### config.mk
export PLATFORM = sky130hd
export DESIGN_NAME = qpr_sat
export DESIGN_NICKNAME = d
export VERILOG_FILES = /design/src/rtl/qpr_pkg.sv /design/src/rtl/qpr_sat.sv
export SDC_FILE = /design/constraint.sdc
export NUM_CORES = 1
export LEC_CHECK = 0
export BUFFER_PORTS_ARGS = -buffer_cell sky130_fd_sc_hd__buf_2
export CAP_MARGIN = 20
export CORE_MARGIN = 2
export CORE_UTILIZATION = 30
export CTS_CLUSTER_DIAMETER = 150
export CTS_CLUSTER_SIZE = 12
export DETAILED_ROUTE_END_ITERATION = 10
export PLACE_DENSITY = 0.63
export SYNTH_ARGS = -nofsm -noshare
export SYNTH_HDL_FRONTEND = slang
export SYNTH_SLANG_ARGS = --single-unit
### constraint.sdc
create_clock -name clk_i -period 0.9 [get_ports clk_i]
set_clock_uncertainty 0.05 [all_clocks]
set_input_delay 0.09 -clock clk_i [delete_from_list [all_inputs] [get_ports clk_i]]
set_output_delay 0.09 -clock clk_i [all_outputs]
set_load 0.005 [all_outputs]
### src/rtl/qpr_pkg.sv
package qpr_pkg;

  localparam int FracBits = 14;
  localparam int OpaW     = 20;
  localparam int OpbW     = 17;
  localparam int ProdW    = OpaW + OpbW;
  localparam int SumW     = ProdW + 2;
  localparam int RndW     = SumW - FracBits;

  typedef logic signed [OpaW-1:0]  opa_t;
  typedef logic signed [OpbW-1:0]  opb_t;
  typedef logic signed [ProdW-1:0] prod_t;
  typedef logic signed [SumW-1:0]  sum_t;
  typedef logic signed [RndW-1:0]  rnd_t;

  typedef opa_t  opa4_t  [4];
  typedef opb_t  opb4_t  [4];
  typedef prod_t prod16_t [16];
  typedef rnd_t  rnd4_t  [4];

  localparam opb_t OneQ  = opb_t'(1 << FracBits);
  localparam sum_t Half  = sum_t'(1 << (FracBits - 1));
  localparam rnd_t SatHi = rnd_t'(32767);
  localparam rnd_t SatLo = rnd_t'(-32768);

  localparam logic ModeProduct = 1'b0;
  localparam logic ModeRotate  = 1'b1;

endpackage

### src/rtl/qpr_sat.sv
module qpr_sat
  import qpr_pkg::*;
(
  input  logic               clk_i,
  input  logic               rst_ni,
  input  logic               vld_i,
  input  logic               mode_i,
  input  rnd4_t              rnd_i,
  output logic               vld_o,
  output logic signed [15:0] r_o [4],
  output logic               ovf_o
);

  logic               vld_q;
  logic signed [15:0] r_q [4];
  logic               ovf_q;
  logic signed [15:0] r_d [4];
  logic               ovf_d;
  logic [3:0]         clip;

  always_comb begin
    for (int c = 0; c < 4; c++) begin
      clip[c] = 1'b0;
      if (rnd_i[c] > SatHi) begin
        r_d[c]  = 16'sh7fff;
        clip[c] = 1'b1;
      end else if (rnd_i[c] < SatLo) begin
        r_d[c]  = -16'sh8000;
        clip[c] = 1'b1;
      end else begin
        r_d[c] = rnd_i[c][15:0];
      end
    end
    // drop the scalar in rotate mode and leave its clip out of the overflow flag
    if (mode_i == ModeRotate) begin
      r_d[3] = '0;
      ovf_d  = |clip[2:0];
    end else begin
      ovf_d  = |clip;
    end
  end

  always_ff @(posedge clk_i or negedge rst_ni) begin
    if (!rst_ni) begin
      vld_q <= 1'b0;
    end else begin
      vld_q <= vld_i;
    end
  end

  always_ff @(posedge clk_i) begin
    r_q   <= r_d;
    ovf_q <= ovf_d;
  end

  assign vld_o = vld_q;
  assign r_o   = r_q;
  assign ovf_o = ovf_q;

endmodule
==> results.sh <==
export IMPL_cp_max_fo=1
export IMPL_syn_inst=194
export IMPL_synth_largest_area_cell="dfxtp_1"
export IMPL_drc=0
export IMPL_route_vias_total=2390
export IMPL_crit_type="flip-flop to output pin"
export IMPL_vias_per_cell=4.35
export IMPL_syn_area_mm2=0.00213
export IMPL_dieArea_mm2=0.00781
export IMPL_setup_viol=4
export IMPL_portBuffers=169
export IMPL_grt_pass1_wl_mm=10.9
export IMPL_synth_edf_count=0
export IMPL_row_count=30
export IMPL_clk_pin_slew_ns=0.07
export IMPL_drv_slew=0
export IMPL_timing_fmax_mhz=1050
export IMPL_dp_hpwl_mm=4.69
export IMPL_critPathCapture="vld_o"
export IMPL_htreeDepth=3
export IMPL_wl_per_cell_um=13.3
export IMPL_synth_nets=298
export IMPL_finalWorstSetupSlack_ns=-0.0547
export IMPL_cts_inserted_buffers=9
export IMPL_ys_seq_area_frac=0.621
export IMPL_critPathLaunchType="flip-flop"
export IMPL_grt_antenna_before_repair=0
export IMPL_min_period_ns=0.955
export IMPL_antenna_left=0
export IMPL_synth_flop_cell="dfxtp_1"
export IMPL_cp_required_ns=0.76
export IMPL_synth_most_common_cell="dfxtp_1"
export IMPL_post_cts_buffers=0
export IMPL_endpoint_kind="output pin"
export IMPL_place_congestion=0.740
export IMPL_critical_path_max_stage_delay_ns=0.36
export IMPL_area_growth_pct=102
export IMPL_cts_sinks=66
export IMPL_grt_usage=0.182
export IMPL_critPathSlowestCell="dfrtp_1"
export IMPL_fin_total_pwr_mw=6.48
export IMPL_first_iter_violations=44
export IMPL_worstPathArrival_ns=0.81
export IMPL_synth_area_per_cell_um2=11.0
export IMPL_max_slew_worst_pin_slew_ns=0.479
export IMPL_tritoncts="yes"
export IMPL_start_util=0.312
export IMPL_core_mm2=0.00683
export IMPL_outcome="finished, violations left"
export IMPL_violations="negative setup slack"
export IMPL_synth_distinct_cells=21
export IMPL_fin_crit_sh=1.06
export IMPL_pwr_density_cell_mw_per_mm2=1500
export IMPL_diodes=0
export IMPL_relSlewSlack=0.680
export IMPL_ys_top_cells_by_area="dfxtp_1, a21o_1, nor2_1"
export IMPL_postSynth_asyncResetShare=0.0152
export IMPL_critPathBufInv=1
export IMPL_boundaryPins=170
export IMPL_routed_wirelength_mm=7.32
export IMPL_hold_class="input pin to flip-flop"
export IMPL_cp_top_family="flip-flops"
export IMPL_final_cell_count_no_fill=549
export IMPL_grt_max_degree=17
export IMPL_crit_start="vld_o"
export IMPL_ys_seq_elements=66
export IMPL_rsz0062_at_grt="yes"
export IMPL_place_inst=466
export IMPL_synth_warnings=0
export IMPL_fin_tns_setup_ns=-0.0574
export IMPL_crit_chain="buf_2"
export IMPL_nets=552
export IMPL_p_leak_nw=2.13
export IMPL_drive_gt1_frac=0.539
export IMPL_cts_root_buffer="clkbuf_8"
export IMPL_cts_buffer_depth=2
export IMPL_grt_overflow_total=0
export IMPL_hold_violations=0
export IMPL_nFillCells=552
export IMPL_max_vdd_ir_drop_uv=977
export IMPL_synth_top_area_share=0.610
export IMPL_drt_pass1_iter_count=4
export IMPL_die_h_um=88.4
export IMPL_synth_common_cells="dfxtp_1, a21o_1, nor2_1"
export IMPL_worst_path_stages=1
export IMPL_die_w_um=88.4
export IMPL_maxCapViolCount=0
export IMPL_grt_pass1_vias=2448
where the power goes:
part	total [mW]	switching, mW	internal [mW]
clock	2.14	1.08	1.06
combinational	1.17	0.445	0.723
sequential	3.17	0.0556	3.12
total	6.48	1.58	4.90
metrics by stage:
stage          area [um2]  worst slack, ns  hold WS, ns  utilization
2_1_floorplan        2220           -0.140       -0.256            -
3_3_place_gp         3280           -0.309       -0.184        0.479
3_5_place_dp         3280           -0.371       -0.185        0.479
4_1_cts              4130          -0.0592       0.0311        0.604
5_1_grt              4320           -0.105       0.0308        0.632
6_report             4320          -0.0547       0.0434        0.632
timing repair:
| item | 4_1_cts | 5_1_grt |
|---|---|---|
| hold buffers | 67 | 0 |
| resized for setup | 4 | 52 |
| endpoints found under the setup margin | 56 | 81 |
| hold endpoints to repair | 66 | 0 |
| pin swaps | 0 | 5 |
worst min-delay path by stage:
stage | cells past startpoint | to | start
finish | 3 | r_o[55] | rnd_i[99]
CTS | 3 | r_o[55] | rnd_i[99]
global route | 3 | r_o[55] | rnd_i[99]
global placement | 1 | vld_o | rst_ni
detailed placement | 1 | vld_o | rst_ni
floorplan | 0 | vld_o | rst_ni
final cells by class:
type | instances | area (um2) | area share
Clock buffer | 11 | 141 | 0.0327
Clock inverter | 5 | 30.0 | 0.00695
Inverter | 2 | 7.51 | 0.00174
Multi-Input combinational cell | 115 | 845 | 0.196
Sequential cell | 66 | 1360 | 0.314
Tap cell | 96 | 120 | 0.0278
Timing Repair Buffer | 254 | 1820 | 0.421
cell usage in the layout (no fill, tap or decap):
cell type,n
nor4_4,4
a311oi_2,1
buf_8,1
dlygate4sd3_1,67
nand3_1,4
dfrtp_1,1
nor2b_1,1
buf_12,2
clkbuf_1,1
nor3_2,3
buf_4,14
inv_1,2
clkinv_2,3
a21o_1,45
a31oi_4,2
a31oi_2,2
o31ai_4,3
buf_2,148
dfxtp_1,41
buf_6,22
nand2_1,4
nand4_1,7
clkbuf_8,10
nor2_1,32
o21ai_1,1
dfxtp_2,24
nor3_1,2
nor2_2,3
clkinvlp_4,2
or3_1,1
logic make-up after synthesis:
kind of cell           count (synthesis)  share of synthesized area
AOI/OAI and AO/OA                     54                      0.215
buffers and inverters                 13                     0.0299
and+or+nand+nor                       61                      0.134
DFF                                   66                      0.621
flip-flops by register name, indices dropped and copies added, names as in the netlist:
signal,cells
ovf_o,1
r_o,64
vld_o,1
per-layer routing:
layer / global-route usage / vias up / routed length [um]
met5: 0 / - / 0
met4: 0.0854 / 0 / 115
met3: 0.0513 / 14 / 527
met2: 0.332 / 109 / 3930
met1: 0.194 / 1089 / 2750
li1: - / 1178 / -
Note: power is estimated with default switching activity, not from simulation.
