**config.mk**
```make
export PLATFORM = sky130hd
export DESIGN_NAME = qpr_rnd
export DESIGN_NICKNAME = d
export VERILOG_FILES = /design/src/rtl/qpr_pkg.sv /design/src/rtl/qpr_rnd.sv
export SDC_FILE = /design/constraint.sdc
export NUM_CORES = 1
export LEC_CHECK = 0
export BUFFER_PORTS_ARGS = -buffer_cell sky130_fd_sc_hd__buf_4
export CAP_MARGIN = 20
export CORE_AREA = 2 2 268 270
export DETAILED_ROUTE_END_ITERATION = 8
export DIE_AREA = 0 0 270 272
export SLEW_MARGIN = 10
export SYNTH_ARGS = -nofsm -noshare
export SYNTH_HDL_FRONTEND = slang
export SYNTH_SLANG_ARGS = --single-unit
export TNS_END_PERCENT = 100
```
**constraint.sdc**
```tcl
create_clock -name clk_i -period 0.8 [get_ports clk_i]
set_input_delay 0.04 -clock clk_i [delete_from_list [all_inputs] [get_ports clk_i]]
set_output_delay 0.04 -clock clk_i [all_outputs]
set_load 0.1 [all_outputs]
```
**src/rtl/qpr_pkg.sv**
```systemverilog
package qpr_pkg;

  localparam int FracBits = 14;
  localparam int OpaW     = 20;
  localparam int OpbW     = 17;
  localparam int ProdW    = OpaW + OpbW;
  localparam int SumW     = ProdW + 2;
  localparam int RndW     = SumW - FracBits;

  typedef logic signed [OpaW-1:0]  opa_t;
  typedef logic signed [OpbW-1:0]  opb_t;
  typedef logic signed [ProdW-1:0] prod_t;
  typedef logic signed [SumW-1:0]  sum_t;
  typedef logic signed [RndW-1:0]  rnd_t;

  typedef opa_t  opa4_t  [4];
  typedef opb_t  opb4_t  [4];
  typedef prod_t prod16_t [16];
  typedef rnd_t  rnd4_t  [4];

  localparam opb_t OneQ  = opb_t'(1 << FracBits);
  localparam sum_t Half  = sum_t'(1 << (FracBits - 1));
  localparam rnd_t SatHi = rnd_t'(32767);
  localparam rnd_t SatLo = rnd_t'(-32768);

  localparam logic ModeProduct = 1'b0;
  localparam logic ModeRotate  = 1'b1;

endpackage

```
**src/rtl/qpr_rnd.sv**
```systemverilog
module qpr_rnd
  import qpr_pkg::*;
(
  input  logic    clk_i,
  input  logic    rst_ni,
  input  logic    vld_i,
  input  prod16_t prod_i,
  output logic    vld_o,
  output rnd4_t   rnd_o
);

  logic  vld_q;
  rnd4_t rnd_q;
  sum_t  pe [16];
  sum_t  sum [4];

  always_comb begin
    for (int k = 0; k < 16; k++) begin
      pe[k] = sum_t'(prod_i[k]);
    end
    // Hamilton combination, element order x, y, z, w
    sum[0] = pe[1*4+2] - pe[2*4+1] + pe[0*4+3] + pe[3*4+0] + Half;
    sum[1] = pe[2*4+0] - pe[0*4+2] + pe[1*4+3] + pe[3*4+1] + Half;
    sum[2] = pe[0*4+1] - pe[1*4+0] + pe[2*4+3] + pe[3*4+2] + Half;
    sum[3] = pe[3*4+3] - pe[0*4+0] - pe[1*4+1] - pe[2*4+2] + Half;
  end

  always_ff @(posedge clk_i or negedge rst_ni) begin
    if (!rst_ni) begin
      vld_q <= 1'b0;
    end else begin
      vld_q <= vld_i;
    end
  end

  // floor after adding half: ties go up
  always_ff @(posedge clk_i) begin
    for (int c = 0; c < 4; c++) begin
      rnd_q[c] <= sum[c][SumW-1:FracBits];
    end
  end

  assign vld_o = vld_q;
  assign rnd_o = rnd_q;

endmodule

```
==> results of run 1 <==
-- repair_timing --
action / in CTS / in global routing
hold endpoints to repair: 2 / 0
hold buffers: 3 / 0
setup endpoints to repair: 201 / 201
cloned: 0 / 0
setup buffers: 21 / 26
pin swaps: 124 / 112
resized for setup: 461 / 97
-- metal layers --
metal / up-vias / routed length, microns / share of wire (%) / GRT usage (%)
li1: 7140 / - / - / -
met1: 7105 / 23290 / 42 / 18.65
met2: 319 / 28130 / 51 / 26.14
met3: 43 / 2586 / 4.7 / 2.856
met4: 0 / 1063 / 1.9 / 3.816
met5: - / 0 / 0 / 0
-- final timing paths --
check	start	end	slack [ps]	depth (start not counted)
min	prod_i[332]	rnd_o[74]	270	5
max	prod_i[558]	rnd_o[24]	-2480	15
max in group asynchronous	rst_ni	vld_o	180	3
min in group asynchronous	rst_ni	vld_o	500	3
-- sequential cells by signal, indices dropped and copies added (netlist names) --
register	cells
rnd_o	100
vld_o	1
-- power by group through the flow --
stage	logic (mW)	registers (mW)	clock network (mW)
2_1_floorplan	28.0	29.2	0
3_3_place_gp	72.1	9.48	0
3_5_place_dp	72.3	9.58	0
4_1_cts	83.9	11.0	5.16
5_1_grt	92.7	11.3	5.26
6_report	86.4	11.0	4.76
-- logic make-up after synthesis --
logic type                 count (synthesis)  synth area share (%)
buffers and inverters                    316                 7.236
adders and majority gates                592                 58.56
AOI/OAI and AO/OA                        276                 11.21
and+or+nand+nor                          175                 5.068
DFF                                      101                 12.37
xor gates and xnor gates                 104                 5.557
-- area by class of cell --
type	instances	area (sq um)	area share [%]
timing repair buffer	990	8977	31.18
sequential	101	2156	7.488
tap	950	1189	4.129
inverter	316	1229	4.268
multi-input combinational	1147	14940	51.89
clock inverter	6	53.80	0.1869
antenna	3	7.507	0.02608
clock buffer	10	239.0	0.8301
-- cell usage after synthesis, drive strengths merged, types with 13 or more instances --
master	number	area (sq um)
inv	316	1186
ha	300	3754
fa	292	5846
a21oi	100	508.0
dfxtp	100	2002
xnor2	59	516.8
nand2	57	214.0
xor2	45	394.1
o21ai	44	220.2
a21o	43	322.8
nor2	43	161.4
nand3	20	100.1
nor3	13	65.06
o21a	13	97.59
o21bai	13	101.4
-- layout by cell type, fill, tap and decap left out, drive strengths merged, types with 5 or more instances in the layout --
master	count
a21oi	100
inv	319
o21a	13
nand4	12
fa	292
ha	300
a211o	8
nand2b	8
dfxtp	100
nand3	20
a31oi	5
xnor2	59
buf	987
o21bai	13
a211oi	12
xor2	45
o211ai	5
and3	7
clkbuf	10
nor3	13
nand2	57
nor2	43
a21o	43
nor2b	5
o21ai	44
-- per-stage QoR --
step | cells | setup WS [ps]
final | 3523 | -2482
after global routing | 3522 | -2605
after CTS | 3502 | -2491
after detailed placement | 3467 | -3004
after global placement | 3467 | -3009
after floorplan | 1564 | -2582
==> impl_metrics.yaml, run 1 <==
timing:
  tightest_slew_ps: 469.2
  finalSetupViolations: 201
  tns_ps: -228920
  slew_viol_final: 0
  slew_headroom_pct: 68.39
  fin_crit_sh_pct: 410.3
  fin_ws_ps: -2482
  timing.fmax_mhz: 304.7
  rsz0062_at_grt: "yes"
  hold_slack_ps: 272.7
  final.min_clock_period_ps: 3282
  hold_violations: 0
power:
  ir_drop_uv: 1729
  power_density_mw_per_mm2: 3548
  netSwitchingPower_mw: 51.59
  seq_power_share_pct: 10.8
  power.total_mw: 102.1
  p_int_mw: 50.55
  p_comb_share_pct: 84.6
  switching_share_pct: 50.51
  power_leakage_nw: 14.34
  clockPowerShare_pct: 4.7
drt:
  drtPass1Iterations: 6
  vias: 14610
  drt_iter0_markers: 301
  via_per_inst: 4.146
  post_drt_wl_per_cell_microns: 15.63
  drc_errors: 0
  antenna_left: 0
  wirelength_microns: 55070
setup_path:
  cp_slowest_cell: "fa_2"
  cpPeakStageDelay_ps: 620
  worstPathCellList: "buf_4 -> inv_1 -> fa_2 -> fa_1 -> ha_1 -> ha_4 -> nor2_1 -> a21oi_1 -> o211ai_1 -> and4_4 -> o41ai_4 -> a211o_4 -> a41oi_4 -> nor2_1 -> a211o_1"
  cpMostUsedCell: "nor2_1"
  path_buf_inv: 2
  arrival_ps: 3550
  cp.required_ps: 1060
  cp_max_fo: 4
  endpoint_kind: "flip-flop"
  cp_top_family: "adder cells"
  worstSetupStartpointType: "input port"
  critPathKind: "in -> reg"
yosys:
  synth_flop_cell: "dfxtp_1"
  ys_seq_elements: 101
  synth_cell_types: 63
  netlist_instances: 1564
  ys_seq_area_share_pct: 12.37
  async_reset_ff_share_pct: 0.9901
  avgSynthCellArea_sq_um: 10.48
  synth_area_sq_mm: 0.01639
  synth-edff-count: 0
  synth_warnings: 0
  syn_nets: 2751
placed_design:
  portBuffers: 695
  gp_routability_congestion: 0.9091
  place_area_sq_mm: 0.02567
  dp_hpwl_microns: 49570
global_route:
  track_usage_pct: 14.87
  grt-ovfl-total: 0
  grt_pass1_wl_microns: 85010
  grt_pass1_vias: 15740
  grt_start_max_net_pins: 19
  antenna_found_initial: 3
clocking:
  numCtsBuffers: 9
  clk_path_buf_depth: 2
  cts.sinks: 101
  cts.clk_slew.worst_paths_ps: 90
  h-tree-depth: 3
  tritoncts: "done"
  root_buffer: "clkbuf_16"
floorplan:
  num_rows: 98
  die_y_microns: 272
  fp.dieW_microns: 270
  ios: 696
  initial_utilization_pct: 23.17
  die_area_sq_mm: 0.07344
  core_area_sq_mm: 0.07075
final_layout:
  fin_nets: 3752
  nFillCells: 6859
  stdcell_area_sq_mm: 0.02879
  utilization_pct: 40.69
  syn_to_final_growth_pct: 75.63
  drive_gt1_share_pct: 53.04
worst_hold_path:
  hp-class: "in -> reg"
status:
  violations: "setup timing"
  status: "finished, violations left"
run:
  cap_violations: 0
(Power assumes the default switching activity.)
==> run 2, diff against run 1 <==
--- a/config.mk
+++ b/config.mk
@@ -8,8 +8,11 @@
 export BUFFER_PORTS_ARGS = -buffer_cell sky130_fd_sc_hd__buf_4
 export CAP_MARGIN = 20
 export CORE_AREA = 2 2 268 270
+export CTS_CLUSTER_DIAMETER = 100
 export DETAILED_ROUTE_END_ITERATION = 8
 export DIE_AREA = 0 0 270 272
+export PLACE_DENSITY_LB_ADDON = 0.08
+export SKIP_LAST_GASP = 1
 export SLEW_MARGIN = 10
 export SYNTH_ARGS = -nofsm -noshare
 export SYNTH_HDL_FRONTEND = slang
==> run 2 against run 1 <==
  * Total power rose by 1.2%
  * Worst hold slack better by 4.7 ps
  * Non-clock buffer count rose by 17
  * Flip-flop and latch count did not move
  * Maximum frequency is 0.39% lower
  * Cell count is 0.45% higher
  * Sequential share of layout area is 0.10 points lower
  * Die area unchanged
  * Critical path type unchanged
  * The run still ends with setup timing left
==> impl_metrics.yaml, run 2 (synthesis results as in run 1) <==
status:
  status: "finished, violations left"
  violations: "setup timing"
final_layout:
  mostFrequentLayoutCell: "buf_4"
  utilization_pct: 41.25
  syn_to_final_growth_pct: 78.05
  final_cell_mix: "buf_4 (838), inv_1 (285), fa_1 (280)"
  largest_reg_flops: 100
  nFillCells: 7007
  fin_nets: 3769
  drive_gt1_share_pct: 54.81
  multiInputGateArea_sq_mm: 0.01521
  fin_cells: 3539
  ff_latch_area_sq_mm: 0.002156
  stdcell_area_sq_mm: 0.02919
timing:
  slew_viol_final: 0
  fin_crit_sh_pct: 411.9
  tightest_slew_ps: 496.6
  finalSetupViolations: 201
  slew_headroom_pct: 66.54
  hold_slack_ps: 277.4
  fin_ws_ps: -2495
  timing.fmax_mhz: 303.5
  rsz0062_at_grt: "yes"
  final.min_clock_period_ps: 3295
  hold_violations: 0
  tns_ps: -226660
drt:
  drt_iter0_markers: 251
  via_per_inst: 4.126
  antenna_left: 0
  drc_errors: 0
  wirelength_microns: 57960
  post_drt_wl_per_cell_microns: 16.38
  drtPass1Iterations: 4
  vias: 14600
power:
  power_leakage_nw: 14.40
  power_density_mw_per_mm2: 3542
  power.total_mw: 103.4
  ir_drop_uv: 1380
floorplan:
  initial_utilization_pct: 23.17
  num_rows: 98
  die_y_microns: 272
  die_area_sq_mm: 0.07344
  core_area_sq_mm: 0.07075
  fp.dieW_microns: 270
  ios: 696
global_route:
  grt_start_max_net_pins: 17
  grt_pass1_vias: 16550
  grt-ovfl-total: 0
  antenna_found_initial: 2
  track_usage_pct: 15.71
  grt_pass1_wl_microns: 89070
setup_path:
  cpMostUsedCell: "fa_1"
  arrival_ps: 3560
  cp_max_fo: 3
  cp.required_ps: 1060
  path_buf_inv: 2
  endpoint_kind: "flip-flop"
  worstPathCellList: "buf_4 -> fa_1 -> fa_1 -> ha_1 -> ha_4 -> nand2_1 -> or4_4 -> buf_6 -> a21bo_4 -> o21a_4 -> a21o_4 -> o21bai_4 -> a21oi_1 -> xnor2_1"
  cpPeakStageDelay_ps: 580
  crit_start: "prod_i[47]"
  worstSetupStartpointType: "input port"
  cp_top_family: "adder cells"
  cp_slowest_cell: "or4_4"
  critPathKind: "in -> reg"
clocking:
  numCtsBuffers: 9
  clk_path_buf_depth: 2
  h-tree-depth: 3
  tritoncts: "done"
  root_buffer: "clkbuf_16"
  cts.sinks: 101
  cts.clk_slew.worst_paths_ps: 70
placed_design:
  pre_cts_slack_ps: -3187
  gp_routability_congestion: 0.9006
  dp_hpwl_microns: 53470
  portBuffers: 695
  place_area_sq_mm: 0.02570
  dpl.cell_count: 3478
worst_hold_path:
  hold_start: "prod_i[480]"
  hp-class: "in -> reg"
run:
  cap_violations: 0
run 2: cell count changes in the layout (fill, tap and decap cells not counted), moves of 4 or more:
cell,before,now
o21ai_1,12,16
o21ai_0,15,11
inv_1,294,285
buf_6,57,63
xnor2_2,17,12
ha_1,245,221
ha_4,54,78
inv_2,16,24
buf_12,104,100
xnor2_1,42,47
buf_4,823,838
run 2: report_power, final:
| part | switching [mW] | internal, mW | total, mW |
|---|---|---|---|
| logic | 46.9 | 40.5 | 87.3 |
| clock network | 2.24 | 2.76 | 5.00 |
| registers | 2.23 | 8.79 | 11.0 |
| total | 51.4 | 52.0 | 103 |
run 2: metal layers:
metal	wire length [microns]	track usage [%]
met4	547	2.529
met5	0	0
met3	3223	4.011
met2	32070	30.33
met1	22120	17.44
run 2: final timing paths:
path	end	slack, ps	depth (start not counted)
max in group asynchronous	vld_o	190	3
worst max-delay path	rnd_o[48]	-2490	14
worst min-delay path	rnd_o[99]	280	5
min in group asynchronous	vld_o	500	3
run 2: cell type report:
cell class / count / share of cell area (%)
tap: 950 / 4.073
antenna: 2 / 0.01715
inverter: 316 / 4.218
sequential: 101 / 7.386
clock buffer: 11 / 0.7974
clock inverter: 5 / 0.2829
timing repair buffer: 1007 / 31.10
multi-input combinational: 1147 / 52.12
run 2: timing repair:
item,4_1_cts,5_1_grt
setup endpoints to repair,201,201
pin swaps,129,141
hold buffers,3,0
setup buffers,23,31
resized for setup,451,155
hold endpoints to repair,2,0
